[src/vad_pkg.sv]
// Package with widths, register indexes, reset values and shared types of the voice detector.
`default_nettype none

package vad_pkg;

  localparam int unsigned SAMPLE_W   = 16;
  localparam int unsigned MAG_W      = 17;
  localparam int unsigned ENERGY_W   = 26;
  localparam int unsigned CROSS_W    = 10;
  localparam int unsigned CMAX_W     = 11;
  localparam int unsigned HANG_W     = 8;
  localparam int unsigned CFG_IDX_W  = 3;
  localparam int unsigned CFG_DATA_W = 26;

  localparam int unsigned MAX_FRAME_SAMPLES = 1024;

  localparam logic [SAMPLE_W-1:0] THRESHOLD_RST = 16'd500;
  localparam logic [ENERGY_W-1:0] ENERGY_MIN_RST = 26'd300000;
  localparam logic [CROSS_W-1:0]  CROSS_MIN_RST = 10'd50;
  localparam logic [CMAX_W-1:0]   CROSS_MAX_RST = 11'd270;
  localparam logic [HANG_W-1:0]   HANG_FRAMES_RST = 8'd12;

  typedef enum logic [CFG_IDX_W-1:0] {
    REG_SAMPLE_THRESHOLD  = 3'd0,
    REG_ENERGY_MINIMUM    = 3'd1,
    REG_CROSSINGS_MINIMUM = 3'd2,
    REG_CROSSINGS_MAXIMUM = 3'd3,
    REG_HANGOVER_FRAMES   = 3'd4
  } cfg_reg_e;

  typedef struct packed {
    logic                closes;
    logic                loud_seen;
    logic [ENERGY_W-1:0] energy;
    logic [CROSS_W-1:0]  crossings;
  } frame_sum_t;

endpackage

`default_nettype wire

[src/vad_in_if.sv]
// Stream interface that carries audio samples into the detector.
`default_nettype none

interface vad_in_if import vad_pkg::*; ();
  logic                       valid;
  logic                       ready;
  logic signed [SAMPLE_W-1:0] sample;
  logic                       frame_end;

  modport source (output valid, output sample, output frame_end, input ready);
  modport sink (input valid, input sample, input frame_end, output ready);
endinterface

`default_nettype wire

[src/vad_out_if.sv]
// Stream interface that carries one frame decision out of the detector.
`default_nettype none

interface vad_out_if import vad_pkg::*; ();
  logic                valid;
  logic                ready;
  logic                voice_frame;
  logic                speech_active;
  logic [HANG_W-1:0]   hangover_left;
  logic [ENERGY_W-1:0] frame_energy;
  logic [CROSS_W-1:0]  crossing_count;

  modport source (
    output valid, output voice_frame, output speech_active, output hangover_left,
    output frame_energy, output crossing_count, input ready
  );
  modport sink (
    input valid, input voice_frame, input speech_active, input hangover_left,
    input frame_energy, input crossing_count, output ready
  );
endinterface

`default_nettype wire

[src/vad_cfg_if.sv]
// Write interface for the configuration registers of the detector.
`default_nettype none

interface vad_cfg_if import vad_pkg::*; ();
  logic                  valid;
  logic                  ready;
  logic [CFG_IDX_W-1:0]  index;
  logic [CFG_DATA_W-1:0] data;

  modport source (output valid, output index, output data, input ready);
  modport sink (input valid, input index, input data, output ready);
endinterface

`default_nettype wire

[src/voice_activity_detector.sv]
// Top level of the energy and zero-crossing voice activity detector.
`default_nettype none

// The detector takes one signed 16-bit sample per transaction and can accept a new
// sample in every clock cycle. A sample first lands in an input register; from there the
// frame accumulators are updated and, on the last sample of a frame (frame_end
// set, or the MaxFrameSamples-th sample), the decision is written to the output register.
// When the output register still holds an untaken decision, the next frame end waits in
// the input register and the input stalls; other samples keep flowing. Configuration
// writes are taken in any cycle and should only be issued while no frame is in flight.
module voice_activity_detector import vad_pkg::*; #(
  parameter int unsigned MaxFrameSamples = MAX_FRAME_SAMPLES
) (
  input  wire logic clk_i,
  input  wire logic rst_ni,
  vad_in_if.sink    in_i,
  vad_out_if.source out_o,
  vad_cfg_if.sink   cfg_i
);

  logic [SAMPLE_W-1:0] threshold_q;
  logic [ENERGY_W-1:0] energy_min_q;
  logic [CROSS_W-1:0]  cross_min_q;
  logic [CMAX_W-1:0]   cross_max_q;
  logic [HANG_W-1:0]   hang_frames_q;

  logic                s1_valid_q;
  logic [SAMPLE_W-1:0] s1_sample_q;
  logic                s1_last_q;

  logic                out_valid_q;
  logic                voice_q;
  logic [ENERGY_W-1:0] energy_q;
  logic [CROSS_W-1:0]  cross_q;
  logic [HANG_W-1:0]   hang_q, hang_d;

  frame_sum_t          frame;
  logic                advance;
  logic                emit;
  logic                voice;

  assign cfg_i.ready = 1'b1;

  always_ff @(posedge clk_i or negedge rst_ni) begin
    if (!rst_ni) begin
      threshold_q <= THRESHOLD_RST;
      energy_min_q <= ENERGY_MIN_RST;
      cross_min_q <= CROSS_MIN_RST;
      cross_max_q <= CROSS_MAX_RST;
      hang_frames_q <= HANG_FRAMES_RST;
    end else if (cfg_i.valid) begin
      case (cfg_i.index)
        REG_SAMPLE_THRESHOLD:  threshold_q <= cfg_i.data[SAMPLE_W-1:0];
        REG_ENERGY_MINIMUM:    energy_min_q <= cfg_i.data[ENERGY_W-1:0];
        REG_CROSSINGS_MINIMUM: cross_min_q <= cfg_i.data[CROSS_W-1:0];
        REG_CROSSINGS_MAXIMUM: cross_max_q <= cfg_i.data[CMAX_W-1:0];
        REG_HANGOVER_FRAMES:   hang_frames_q <= cfg_i.data[HANG_W-1:0];
        default: ;
      endcase
    end
  end

  vad_frame #(
    .MaxFrameSamples(MaxFrameSamples)
  ) u_frame (
    .clk_i      (clk_i),
    .rst_ni     (rst_ni),
    .step_i     (advance),
    .sample_i   (s1_sample_q),
    .frame_end_i(s1_last_q),
    .threshold_i(threshold_q),
    .frame_o    (frame)
  );

  always_comb begin
    advance = s1_valid_q && (!frame.closes || !out_valid_q || out_o.ready);
    emit = advance && frame.closes;
    in_i.ready = !s1_valid_q || advance;
    voice = frame.loud_seen && (frame.energy > energy_min_q) &&
            (frame.crossings > cross_min_q) && ({1'b0, frame.crossings} < cross_max_q);
    if (voice) begin
      hang_d = hang_frames_q;
    end else if (hang_q != '0) begin
      hang_d = hang_q - 1'b1;
    end else begin
      hang_d = hang_q;
    end
  end

  always_ff @(posedge clk_i or negedge rst_ni) begin
    if (!rst_ni) begin
      s1_valid_q <= 1'b0;
      out_valid_q <= 1'b0;
      hang_q <= '0;
    end else begin
      if (in_i.ready) begin
        s1_valid_q <= in_i.valid;
      end
      if (emit) begin
        out_valid_q <= 1'b1;
        hang_q <= hang_d;
      end else if (out_o.ready) begin
        out_valid_q <= 1'b0;
      end
    end
  end

  always_ff @(posedge clk_i) begin
    if (in_i.ready && in_i.valid) begin
      s1_sample_q <= in_i.sample;
      s1_last_q <= in_i.frame_end;
    end
    if (emit) begin
      voice_q <= voice;
      energy_q <= frame.energy;
      cross_q <= frame.crossings;
    end
  end

  assign out_o.valid = out_valid_q;
  assign out_o.voice_frame = voice_q;
  assign out_o.speech_active = hang_q != '0;
  assign out_o.hangover_left = hang_q;
  assign out_o.frame_energy = energy_q;
  assign out_o.crossing_count = cross_q;

endmodule

`default_nettype wire

[src/vad_frame.sv]
// Per-frame accumulation of loud-sample energy, zero crossings and frame length.
`default_nettype none

module vad_frame import vad_pkg::*; #(
  parameter int unsigned MaxFrameSamples = MAX_FRAME_SAMPLES
) (
  input  wire logic                clk_i,
  input  wire logic                rst_ni,
  input  wire logic                step_i,
  input  wire logic [SAMPLE_W-1:0] sample_i,
  input  wire logic                frame_end_i,
  input  wire logic [SAMPLE_W-1:0] threshold_i,
  output frame_sum_t               frame_o
);

  localparam int unsigned CntW = $clog2(MaxFrameSamples);

  logic                loud_q, loud_d;
  logic [SAMPLE_W-1:0] prev_q, prev_d;
  logic [ENERGY_W-1:0] energy_q, energy_d;
  logic [CROSS_W-1:0]  cross_q, cross_d;
  logic [CntW-1:0]     cnt_q, cnt_d;

  logic [MAG_W-1:0]    mag;
  logic                loud;
  logic                cross_hit;
  logic [ENERGY_W:0]   energy_sum;
  logic                closes;

  always_comb begin
    mag = sample_i[SAMPLE_W-1] ? (MAG_W'(1) << SAMPLE_W) - {1'b0, sample_i} : {1'b0, sample_i};
    loud = mag >= {1'b0, threshold_i};
    cross_hit = loud && (prev_q != '0) && (prev_q[SAMPLE_W-1] != sample_i[SAMPLE_W-1]);
    energy_sum = {1'b0, energy_q} + (ENERGY_W+1)'(mag);
    closes = frame_end_i || (cnt_q == CntW'(MaxFrameSamples - 1));

    frame_o.closes = closes;
    frame_o.loud_seen = loud_q || loud;
    frame_o.crossings = (cross_hit && cross_q != '1) ? cross_q + 1'b1 : cross_q;
    if (!loud) begin
      frame_o.energy = energy_q;
    end else if (energy_sum[ENERGY_W]) begin
      frame_o.energy = '1;
    end else begin
      frame_o.energy = energy_sum[ENERGY_W-1:0];
    end

    loud_d = loud_q;
    prev_d = prev_q;
    energy_d = energy_q;
    cross_d = cross_q;
    cnt_d = cnt_q;
    if (step_i) begin
      if (closes) begin
        loud_d = 1'b0;
        prev_d = '0;
        energy_d = '0;
        cross_d = '0;
        cnt_d = '0;
      end else begin
        loud_d = frame_o.loud_seen;
        prev_d = loud ? sample_i : '0;
        energy_d = frame_o.energy;
        cross_d = frame_o.crossings;
        cnt_d = cnt_q + 1'b1;
      end
    end
  end

  always_ff @(posedge clk_i or negedge rst_ni) begin
    if (!rst_ni) begin
      loud_q <= 1'b0;
      prev_q <= '0;
      energy_q <= '0;
      cross_q <= '0;
      cnt_q <= '0;
    end else begin
      loud_q <= loud_d;
      prev_q <= prev_d;
      energy_q <= energy_d;
      cross_q <= cross_d;
      cnt_q <= cnt_d;
    end
  end

endmodule

`default_nettype wire

[src/flat_wrapper.sv]
// flat-port wrapper written by rule: the top's interface ports become plain ports
module voice_activity_detector_flat import vad_pkg::*;
#(
  parameter int unsigned MaxFrameSamples = MAX_FRAME_SAMPLES
)
  (clk_i, rst_ni, in_i_valid, in_i_sample, in_i_frame_end, in_i_ready, out_o_valid, out_o_voice_frame, out_o_speech_active, out_o_hangover_left, out_o_frame_energy, out_o_crossing_count, out_o_ready, cfg_i_valid, cfg_i_index, cfg_i_data, cfg_i_ready);
  vad_in_if in_i_i ();
  vad_out_if out_o_i ();
  vad_cfg_if cfg_i_i ();
  input  wire logic clk_i;
  input  wire logic rst_ni;
  input wire logic [$bits(in_i_i.valid)-1:0] in_i_valid;
  input wire logic [$bits(in_i_i.sample)-1:0] in_i_sample;
  input wire logic [$bits(in_i_i.frame_end)-1:0] in_i_frame_end;
  output wire logic [$bits(in_i_i.ready)-1:0] in_i_ready;
  output wire logic [$bits(out_o_i.valid)-1:0] out_o_valid;
  output wire logic [$bits(out_o_i.voice_frame)-1:0] out_o_voice_frame;
  output wire logic [$bits(out_o_i.speech_active)-1:0] out_o_speech_active;
  output wire logic [$bits(out_o_i.hangover_left)-1:0] out_o_hangover_left;
  output wire logic [$bits(out_o_i.frame_energy)-1:0] out_o_frame_energy;
  output wire logic [$bits(out_o_i.crossing_count)-1:0] out_o_crossing_count;
  input wire logic [$bits(out_o_i.ready)-1:0] out_o_ready;
  input wire logic [$bits(cfg_i_i.valid)-1:0] cfg_i_valid;
  input wire logic [$bits(cfg_i_i.index)-1:0] cfg_i_index;
  input wire logic [$bits(cfg_i_i.data)-1:0] cfg_i_data;
  output wire logic [$bits(cfg_i_i.ready)-1:0] cfg_i_ready;
  assign in_i_i.valid = in_i_valid;
  assign in_i_i.sample = in_i_sample;
  assign in_i_i.frame_end = in_i_frame_end;
  assign in_i_ready = in_i_i.ready;
  assign out_o_valid = out_o_i.valid;
  assign out_o_voice_frame = out_o_i.voice_frame;
  assign out_o_speech_active = out_o_i.speech_active;
  assign out_o_hangover_left = out_o_i.hangover_left;
  assign out_o_frame_energy = out_o_i.frame_energy;
  assign out_o_crossing_count = out_o_i.crossing_count;
  assign out_o_i.ready = out_o_ready;
  assign cfg_i_i.valid = cfg_i_valid;
  assign cfg_i_i.index = cfg_i_index;
  assign cfg_i_i.data = cfg_i_data;
  assign cfg_i_ready = cfg_i_i.ready;
  voice_activity_detector #(.MaxFrameSamples(MaxFrameSamples)) u_core (.clk_i(clk_i), .rst_ni(rst_ni), .in_i(in_i_i), .out_o(out_o_i), .cfg_i(cfg_i_i));
endmodule
[config.mk]
export PLATFORM = sky130hd
export DESIGN_NAME = voice_activity_detector_flat
export DESIGN_NICKNAME = d
export VERILOG_FILES = /design/src/vad_pkg.sv /design/src/vad_in_if.sv /design/src/vad_out_if.sv /design/src/vad_cfg_if.sv /design/src/voice_activity_detector.sv /design/src/vad_frame.sv /design/src/flat_wrapper.sv
export SDC_FILE = /design/constraint.sdc
export NUM_CORES = 1
export LEC_CHECK = 0
export ABC_AREA = 0
export BUFFER_PORTS_ARGS = -buffer_cell sky130_fd_sc_hd__buf_2
export CAP_MARGIN = 20
export CORE_ASPECT_RATIO = 1.1
export CORE_MARGIN = 2
export CORE_UTILIZATION = 65
export CTS_CLUSTER_SIZE = 25
export DETAILED_ROUTE_END_ITERATION = 12
export PLACE_DENSITY = 0.95
export SLEW_MARGIN = 20
export SYNTH_ARGS = -nofsm -noshare
export SYNTH_HDL_FRONTEND = slang
export SYNTH_SLANG_ARGS = --single-unit
[constraint.sdc]
create_clock -name clk_i -period 10.6 [get_ports clk_i]
set_input_delay 0.53 -clock clk_i [delete_from_list [all_inputs] [get_ports clk_i]]
set_output_delay 0.53 -clock clk_i [all_outputs]
set_load 0.02 [all_outputs]
==> impl_metrics.env, run 1 <==
export IMPL_cts_tree="done"
export IMPL_clk_pin_slew_ns=0.08
export IMPL_antenna_left=0
export IMPL_grt_usage=0.315
export IMPL_wire_per_inst_um=20.1
export IMPL_vdd_drop_max_uv=149
export IMPL_hold_violations=0
export IMPL_syn_area_mm2=0.0108
export IMPL_area_growth_pct=11.8
export IMPL_p_comb_frac=0.325
export IMPL_grt_pass1_wl_um=43400
export IMPL_worstSetupPathType="register to register"
export IMPL_drcViolationCount=0
export IMPL_min_path_type="input pin to async pin"
export IMPL_vias=8659
export IMPL_ys_ff_latch=198
export IMPL_rows=49
export IMPL_root_buffer="clkbuf_16"
export IMPL_regToRegEndpoint="u_core.out_o.hangover_left[5]"
export IMPL_r2r_start="u_core.s1_sample_q[0]"
export IMPL_vias_per_cell=6.40
export IMPL_firstDrtPassIters=6
export IMPL_antenna_found_initial=0
export IMPL_grt_max_degree=85
export IMPL_chipWidth_um=127
export IMPL_p_sw_frac=0.355
export IMPL_final_common_cell="dfrtp_1"
export IMPL_fmax_ghz=0.142
export IMPL_gr_total_overflow=0
export IMPL_numCtsBuffers=17
export IMPL_boundaryPins=100
export IMPL_cts_path_max_buffers=2
export IMPL_holdBufCountCts=0
export IMPL_final_util=0.738
export IMPL_cts_sinks=198
export IMPL_drt_iter0_drc=917
export IMPL_start_kind="register"
export IMPL_synth_seq_area_share=0.488
export IMPL_num_antenna_cells=0
export IMPL_port_buffers=98
export IMPL_ff2ff_setup_slack_ns=3.54
export IMPL_dieHeight_um=139
export IMPL_crit_path_end_kind="register"
export IMPL_power_switching_uw=885
export IMPL_cp_arrival_ns=7.39
export IMPL_layout_drive_gt1_share=0.177
export IMPL_clkPwrFrac=0.262
export IMPL_synth_ff_type="dfrtp_1"
export IMPL_cts_setup_buffers=0
export IMPL_place_gp_congestion=0.947
export IMPL_htreeDepth=4
export IMPL_worst_pin_slew_ns=0.938
export IMPL_syn_num_nets=1183
export IMPL_cp_max_fo=15
export IMPL_leakage_nw=5.55
export IMPL_setup_violations=0
export IMPL_max_slew_margin=0.374
export IMPL_ys_warn_count=0
export IMPL_synth_edf_count=54
export IMPL_final_nets=1270
export IMPL_final_cell_mix="121 x dfrtp_1, 114 x nand2_1, 98 x o21ai_0"
export IMPL_period_minus_slack_ns=7.06
export IMPL_grt_setup_unrepaired="no"
export IMPL_dpl_hpwl_um=19200
export IMPL_p_int_mw=1.60
export IMPL_clk_insertion_delay_late_ns=0.45
export IMPL_grt_pass1_vias=8643
export IMPL_power_density_mw_per_mm2=207
export IMPL_core_area_mm2=0.0163
export IMPL_cts_resized_gates=0
export IMPL_rr_worst_depth=23
export IMPL_async_flop_share=0.727
export IMPL_initial_core_util=0.660
export IMPL_finalCritPeriodShare=0.666
export IMPL_finalSetupTns_ns=0
export IMPL_run_status="complete, no violations"
export IMPL_finalMaxSlewViolations=0
export IMPL_skew_ns=0.0150
export IMPL_required_ns=10.93
export IMPL_p_seq_frac=0.413
export IMPL_syn_avg_cell_area_um2=10.3
export IMPL_ys_types=73
export IMPL_wl_um=27200
export IMPL_maxCapViolCount=0
export IMPL_die_area_mm2=0.0176
export IMPL_synthCells=1048
routing by layer:
layer | share of wire | up-vias | global-route usage
met4 | 0.040 | 0 | 0.149
met5 | 0 | - | 0
met1 | 0.40 | 4183 | 0.400
met2 | 0.49 | 414 | 0.529
met3 | 0.063 | 87 | 0.0525
li1 | - | 3975 | -
worst max-delay path by stage:
stage | slack [ns] | cells past startpoint | from | endpoint
6_report | 3.54 | 23 | u_core.s1_sample_q[0] | u_core.out_o.hangover_left[5]
3_5_place_dp | 3.37 | 20 | u_core.s1_sample_q[0] | u_core.out_o.hangover_left[5]
5_1_grt | 3.10 | 24 | u_core.s1_sample_q[0] | u_core.out_o.hangover_left[5]
4_1_cts | 3.36 | 20 | u_core.s1_sample_q[0] | u_core.out_o.hangover_left[5]
2_1_floorplan | 4.59 | 24 | u_core.s1_sample_q[2] | u_core.out_o.hangover_left[1]
3_3_place_gp | 3.57 | 20 | u_core.s1_sample_q[0] | u_core.out_o.hangover_left[5]
layout make-up:
type | instances | area [µm²]
repair buffers | 107 | 564
inverters | 79 | 298
fillers | 1074 | 4270
clock inverters | 11 | 105
well taps | 204 | 255
flip-flops and latches | 198 | 5250
multi-input cells | 732 | 5080
clock buffers | 21 | 482
critical path, cell delays in order (launching register included):
cell	delay [ns]
edfxtp_1	0.40
inv_1	0.13
nand2_1	0.08
or4_1	0.41
or2_2	0.32
or3_1	0.40
o31ai_1	0.31
xnor2_1	0.17
ha_1	0.21
a21o_1	0.18
a21o_1	0.21
a211oi_1	0.58
a21oi_1	0.33
and3_1	0.33
and4_1	0.22
xor2_1	0.40
ha_1	0.34
o211ai_1	0.11
a21oi_1	0.10
o31ai_1	0.27
o211ai_1	0.19
nor4_4	0.68
o21ai_0	0.20
a221o_1	0.40
per-stage QoR:
step	setup slack [ns]	area [µm²]	std cells	hold slack [ns]	power (mW)
final	3.54	12000	1352	0.154	2.49
after global routing	3.10	12000	1352	0.215	2.61
after CTS	3.36	12000	1352	0.178	2.47
after detailed placement	3.37	11400	1320	0.476	1.82
after global placement	3.57	11400	1320	0.469	1.78
after floorplan	4.59	10800	1048	0.234	1.57
synth_stat cells (all sizes together), types with 11 or more instances:
cell type  instances  share of area
clkbuf            31          0.011
a31oi             20          0.013
dfrtp            121           0.28
nor2              57          0.020
a22o              32          0.026
inv               78          0.027
a21oi             35          0.017
o211ai            11         0.0077
and3              11         0.0064
xor2              13          0.011
edfxtp            54           0.15
xnor2             29          0.024
mux2              24          0.025
nor3              11         0.0056
o31ai             11         0.0077
nand2            114          0.040
o21ai            102          0.047
dfstp             23          0.056
nand3             17         0.0079
a21o              20          0.014
ha                83          0.096
logic make-up after synthesis:
group,synth area share
AO/OA/AOI/OAI,0.181
AND/OR/NAND/NOR,0.126
flip-flops,0.488
buffers and inverters,0.0427
adder cells (fa/ha/maj),0.0983
XOR/XNOR,0.0342
multiplexers,0.0288
other,0.000698
state kept, by name (all words and copies together), names as in the netlist, 8 cells and up:
register	count
u_core.cross_max_q	11
u_core.cross_min_q	10
u_core.energy_min_q	26
u_core.hang_frames_q	8
u_core.out_o.crossing_count	10
u_core.out_o.frame_energy	26
u_core.out_o.hangover_left	8
u_core.s1_sample_q	16
u_core.threshold_q	16
u_core.u_frame.cnt_q	10
u_core.u_frame.cross_q	10
u_core.u_frame.energy_q	26
u_core.u_frame.prev_q	16
power by group through the flow:
stage | clock network (mW) | logic (mW) | registers (mW)
5_1_grt | 0.685 | 0.891 | 1.04
3_5_place_dp | 0 | 0.782 | 1.03
4_1_cts | 0.654 | 0.794 | 1.02
3_3_place_gp | 0 | 0.748 | 1.03
6_report | 0.653 | 0.809 | 1.03
2_1_floorplan | 0 | 0.527 | 1.05
No activity file was read; power rests on OpenSTA's default activity.
==> run 2, diff against run 1 <==
- CORE_UTILIZATION: 65 -> 60
- PLACE_DENSITY: 0.95 -> 0.91
- clock period: 10.6 -> 6.7 ns (I/O delays scaled with it)
==> impl_metrics.env, run 2 (synthesis results as in run 1) <==
export IMPL_run_status="finished, violations left"
export IMPL_start_kind="register"
export IMPL_drt_iter0_drc=956
export IMPL_grt_pass1_wl_um=43000
export IMPL_vias=8802
export IMPL_leakage_nw=5.59
export IMPL_grt_usage=0.289
export IMPL_min_path_type="input pin to async pin"
export IMPL_gr_total_overflow=0
export IMPL_cts_path_max_buffers=2
export IMPL_period_minus_slack_ns=6.36
export IMPL_htreeDepth=4
export IMPL_core_area_mm2=0.0176
export IMPL_layout_drive_gt1_share=0.191
export IMPL_drcViolationCount=0
export IMPL_cts_sinks=198
export IMPL_final_cell_mix="121 x dfrtp_1, 114 x nand2_1, 98 x o21ai_0"
export IMPL_dieHeight_um=144
export IMPL_cpMostUsedCell="nand2_1"
export IMPL_cp_max_fo=9
export IMPL_rows=51
export IMPL_root_buffer="clkbuf_16"
export IMPL_power_switching_mw=1.41
export IMPL_wl_um=26700
export IMPL_die_area_mm2=0.0190
export IMPL_finalSetupTns_ns=0
export IMPL_dpl_hpwl_um=19300
export IMPL_chipWidth_um=132
export IMPL_finalCritPeriodShare=0.949
export IMPL_clkPwrFrac=0.253
export IMPL_place_gp_congestion=0.965
export IMPL_fin_ws_ns=0.342
export IMPL_fin_hold_ws_ns=-0.0308
export IMPL_worstSetupPathType="register to register"
export IMPL_area_growth_pct=13.3
export IMPL_antenna_left=0
export IMPL_finalMaxSlewViolations=0
export IMPL_cpMaxStageDelayCell="or4_1"
export IMPL_grt_max_degree=97
export IMPL_setup_violations=0
export IMPL_violations="hold timing"
export IMPL_p_sw_frac=0.361
export IMPL_cp_arrival_ns=6.65
export IMPL_cts_tree="done"
export IMPL_initial_core_util=0.611
export IMPL_p_int_mw=2.50
export IMPL_power_density_mw_per_mm2=321
export IMPL_final_util=0.692
export IMPL_p_comb_frac=0.333
export IMPL_skew_ns=0.0117
export IMPL_max_slew_margin=0.361
export IMPL_port_buffers=98
export IMPL_crit_path_end_kind="register"
export IMPL_final_nets=1282
export IMPL_boundaryPins=100
export IMPL_wire_per_inst_um=19.1
export IMPL_critPathMaxStageDelay_ns=0.43
export IMPL_clk_pin_slew_ns=0.07
export IMPL_vdd_drop_max_uv=237
export IMPL_antenna_found_initial=0
export IMPL_p_seq_frac=0.414
export IMPL_vias_per_cell=6.30
export IMPL_maxCapViolCount=0
export IMPL_hold_violations=12
export IMPL_final_common_cell="dfrtp_1"
export IMPL_firstDrtPassIters=5
export IMPL_num_antenna_cells=0
export IMPL_fmax_ghz=0.157
export IMPL_pre_cts_ws_ns=-0.0308
export IMPL_numCtsBuffers=17
export IMPL_worst_pin_slew_ns=0.956
export IMPL_grt_pass1_vias=8670
export IMPL_required_ns=6.99
export IMPL_clk_insertion_delay_late_ns=0.44
[run 2: routing by layer]
layer | track usage | wire length, µm | vias up
met5 | 0 | 0 | -
met4 | 0.187 | 1490 | 0
met3 | 0.0526 | 1960 | 111
met2 | 0.478 | 12800 | 451
met1 | 0.352 | 10500 | 4240
li1 | - | - | 4000
[run 2: area by class of cell]
cell class	count	area, µm²
inverters	79	297
flip-flops and latches	198	5250
multi-input cells	732	5130
repair buffers	119	662
clock inverters	11	115
clock buffers	21	440
fillers	1262	5420
well taps	238	298
[run 2: stage by stage]
step / instances / instance area (µm²) / power (mW)
finish: 1398 / 12200 / 3.91
global route: 1398 / 12200 / 4.13
CTS: 1395 / 12100 / 3.88
detailed placement: 1361 / 11500 / 2.88
global placement: 1361 / 11500 / 2.81
floorplan: 1048 / 10800 / 2.49
[run 2: critical path: cells and delay by family, from the launching register on]
family,cells,cell delay (ns)
AOI/OAI and AO/OA,5,0.86
xor gates and xnor gates,1,0.19
adders and majority gates,2,0.59
buffers and inverters,4,0.63
DFF,1,0.41
muxes,2,0.55
and+or+nand+nor,14,2.95
[run 2: repair_timing]
item / in CTS / in global routing
endpoints found under the setup margin: 7 / 9
setup buffers: 2 / 3
resized for setup: 0 / 12
hold buffers: 0 / 0
pin swaps: 1 / 1
endpoints found under the hold margin: 0 / 0
[run 2: final timing paths]
check | start | to | slack [ns] | cells past startpoint
min in group clk_i | in_i_sample[8] | u_core.s1_sample_q[8] | 0.06 | 1
max reg2reg | u_core.s1_sample_q[0] | u_core.out_o.hangover_left[1] | 0.34 | 28
max | u_core.s1_sample_q[0] | u_core.out_o.hangover_left[1] | 0.34 | 28
min | rst_ni | u_core.out_o.hangover_left[3] | -0.03 | 1
min reg2reg | u_core.u_frame.prev_q[1] | u_core.u_frame.prev_q[1] | 0.51 | 2
max in group asynchronous | rst_ni | u_core.u_frame.cnt_q[6] | 5.51 | 2
[run 2: power by group through the flow]
stage / clock [mW] / sequential [mW] / combinational, mW
floorplan: 0 / 1.66 / 0.834
global placement: 0 / 1.62 / 1.18
detailed placement: 0 / 1.63 / 1.25
CTS: 1.00 / 1.61 / 1.26
global route: 1.05 / 1.64 / 1.44
finish: 0.992 / 1.62 / 1.30
==> run 3, diff against run 2 <==
- BUFFER_PORTS_ARGS: -buffer_cell sky130_fd_sc_hd__buf_2 -> -buffer_cell sky130_fd_sc_hd__clkbuf_2
==> impl_metrics.env, run 3 (synthesis results as in run 1) <==
export IMPL_vias_per_cell=6.39
export IMPL_wl_um=28800
export IMPL_start_kind="register"
export IMPL_crit_path_end_kind="register"
export IMPL_num_antenna_cells=0
export IMPL_cts_sinks=198
export IMPL_dieHeight_um=144
export IMPL_final_cells=1401
export IMPL_finalSetupTns_ns=0
export IMPL_seq_area_mm2=0.00525
export IMPL_cts_tree="done"
export IMPL_cts_path_max_buffers=2
export IMPL_worstSetupPathType="register to register"
export IMPL_hold_path_end="u_core.s1_sample_q[11]"
export IMPL_numCtsBuffers=17
export IMPL_place_gp_congestion=0.965
export IMPL_boundaryPins=100
export IMPL_grt_pass1_wl_um=44800
export IMPL_antenna_left=0
export IMPL_regToRegEndpoint="u_core.out_o.hangover_left[1]"
export IMPL_firstDrtPassIters=7
export IMPL_worst_pin_slew_ns=0.975
export IMPL_power_switching_mw=1.47
export IMPL_leakage_nw=5.67
export IMPL_ff2ff_setup_slack_ns=0.25
export IMPL_grt_setup_unrepaired="no"
export IMPL_layout_drive_gt1_share=0.202
export IMPL_met2_usage=0.525
export IMPL_met3_usage=0.0578
export IMPL_skew_ns=0.0105
export IMPL_required_ns=6.99
export IMPL_finalMaxSlewViolations=0
export IMPL_initial_core_util=0.611
export IMPL_drt_iter0_drc=900
export IMPL_top_usage_layer="met2"
export IMPL_dpl_hpwl_um=19500
export IMPL_rr_worst_depth=25
export IMPL_area_growth_pct=14.5
export IMPL_root_buffer="clkbuf_16"
export IMPL_use_met1=0.366
export IMPL_maxCapViolCount=0
export IMPL_worstHoldStart="in_i_sample[11]"
export IMPL_grt_pass1_vias=8864
export IMPL_cp_arrival_ns=6.74
export IMPL_multiInputGateArea_mm2=0.00519
export IMPL_port_buffers=98
export IMPL_final_common_cell="dfrtp_1"
export IMPL_run_status="complete, no violations"
export IMPL_wire_per_inst_um=20.5
export IMPL_gr_total_overflow=0
export IMPL_die_area_mm2=0.0190
export IMPL_hold_violations=0
export IMPL_fmax_ghz=0.155
export IMPL_htreeDepth=4
export IMPL_finalCritPeriodShare=0.963
export IMPL_p_int_mw=2.54
export IMPL_min_path_cells=1
export IMPL_chipWidth_um=132
export IMPL_period_minus_slack_ns=6.45
export IMPL_cp_max_fo=10
export IMPL_final_nets=1285
export IMPL_fin_ws_ns=0.247
export IMPL_clk_insertion_delay_late_ns=0.45
export IMPL_r2r_start="u_core.s1_sample_q[0]"
export IMPL_max_slew_margin=0.349
export IMPL_pre_cts_ws_ns=0.0252
export IMPL_final_util=0.700
export IMPL_vias=8955
export IMPL_antenna_found_initial=0
export IMPL_setup_violations=0
export IMPL_grt_usage=0.302
export IMPL_clkPwrFrac=0.261
export IMPL_p_comb_frac=0.333
export IMPL_vdd_drop_max_uv=252
export IMPL_rows=51
export IMPL_power_mw=4.01
export IMPL_power_density_mw_per_mm2=326
export IMPL_grt_max_degree=75
export IMPL_clk_pin_slew_ns=0.07
export IMPL_drcViolationCount=0
export IMPL_core_area_mm2=0.0176
export IMPL_min_path_type="input pin to register"
export IMPL_placed_cells=1361
export IMPL_fillers=1229
export IMPL_final_cell_mix="121 x dfrtp_1, 114 x nand2_1, 98 x o21ai_0"
export IMPL_p_sw_frac=0.366
export IMPL_p_seq_frac=0.406
run 3: power by group through the flow:
| stage | clock network [mW] | registers [mW] | logic (mW) |
|---|---|---|---|
| after global routing | 1.10 | 1.64 | 1.46 |
| after detailed placement | 0 | 1.64 | 1.24 |
| after global placement | 0 | 1.63 | 1.18 |
| final | 1.05 | 1.63 | 1.34 |
| after CTS | 1.05 | 1.62 | 1.27 |
| after floorplan | 0 | 1.66 | 0.834 |
run 3: layer usage:
metal | part of all wire | vias to the layer above
met2 | 0.50 | 528
met5 | 0 | -
li1 | - | 4004
met4 | 0.044 | 0
met3 | 0.079 | 117
met1 | 0.38 | 4306
run 3: critical path, stage by stage (launching register included):
cell      delay, ns
edfxtp_1       0.40
inv_1          0.13
nand2_1        0.08
or4_1          0.42
or2_2          0.31
or3_4          0.41
nor4b_2        0.31
buf_4          0.17
ha_1           0.28
a21o_1         0.22
a21o_1         0.28
a41o_1         0.29
o2111a_1       0.28
nor2_1         0.24
a21oi_1        0.15
ha_1           0.36
nand3_1        0.11
or4_1          0.55
a31oi_1        0.22
o32a_2         0.18
a21oi_2        0.04
nor4_4         0.19
buf_6          0.19
buf_4          0.14
mux2i_1        0.22
a22oi_1        0.12
run 3: repair_timing:
item / in CTS / in global routing
hold buffers: 1 / 0
pin swaps: 1 / 1
resized for setup: 1 / 21
setup buffers: 2 / 5
endpoints found under the setup margin: 8 / 9
hold endpoints to repair: 63 / 0
gates cloned: 0 / 0
run 3: per-stage QoR:
step	instance area [µm²]	hold WS (ns)
after floorplan	10800	0.0394
after global placement	11500	0.395
after detailed placement	11500	0.404
after CTS	12200	0.0522
after global routing	12300	0.0513
final	12300	0.0599
run 3: worst max path at each step:
stage          depth (start not counted)                       endpoint                  start
6_report                              25  u_core.out_o.hangover_left[1]  u_core.s1_sample_q[0]
5_1_grt                               25  u_core.out_o.hangover_left[1]  u_core.s1_sample_q[0]
4_1_cts                               25  u_core.out_o.hangover_left[4]  u_core.s1_sample_q[0]
3_5_place_dp                          25  u_core.out_o.hangover_left[1]  u_core.s1_sample_q[0]
3_3_place_gp                          22  u_core.out_o.hangover_left[1]  u_core.s1_sample_q[2]
2_1_floorplan                         24  u_core.out_o.hangover_left[1]  u_core.s1_sample_q[2]
run 3: layout make-up:
cell class,instances,area share
repair buffers,122,0.0554
multi-input cells,732,0.422
clock buffers,19,0.0377
inverters,79,0.0241
well taps,238,0.0242
flip-flops and latches,198,0.426
clock inverters,13,0.0107
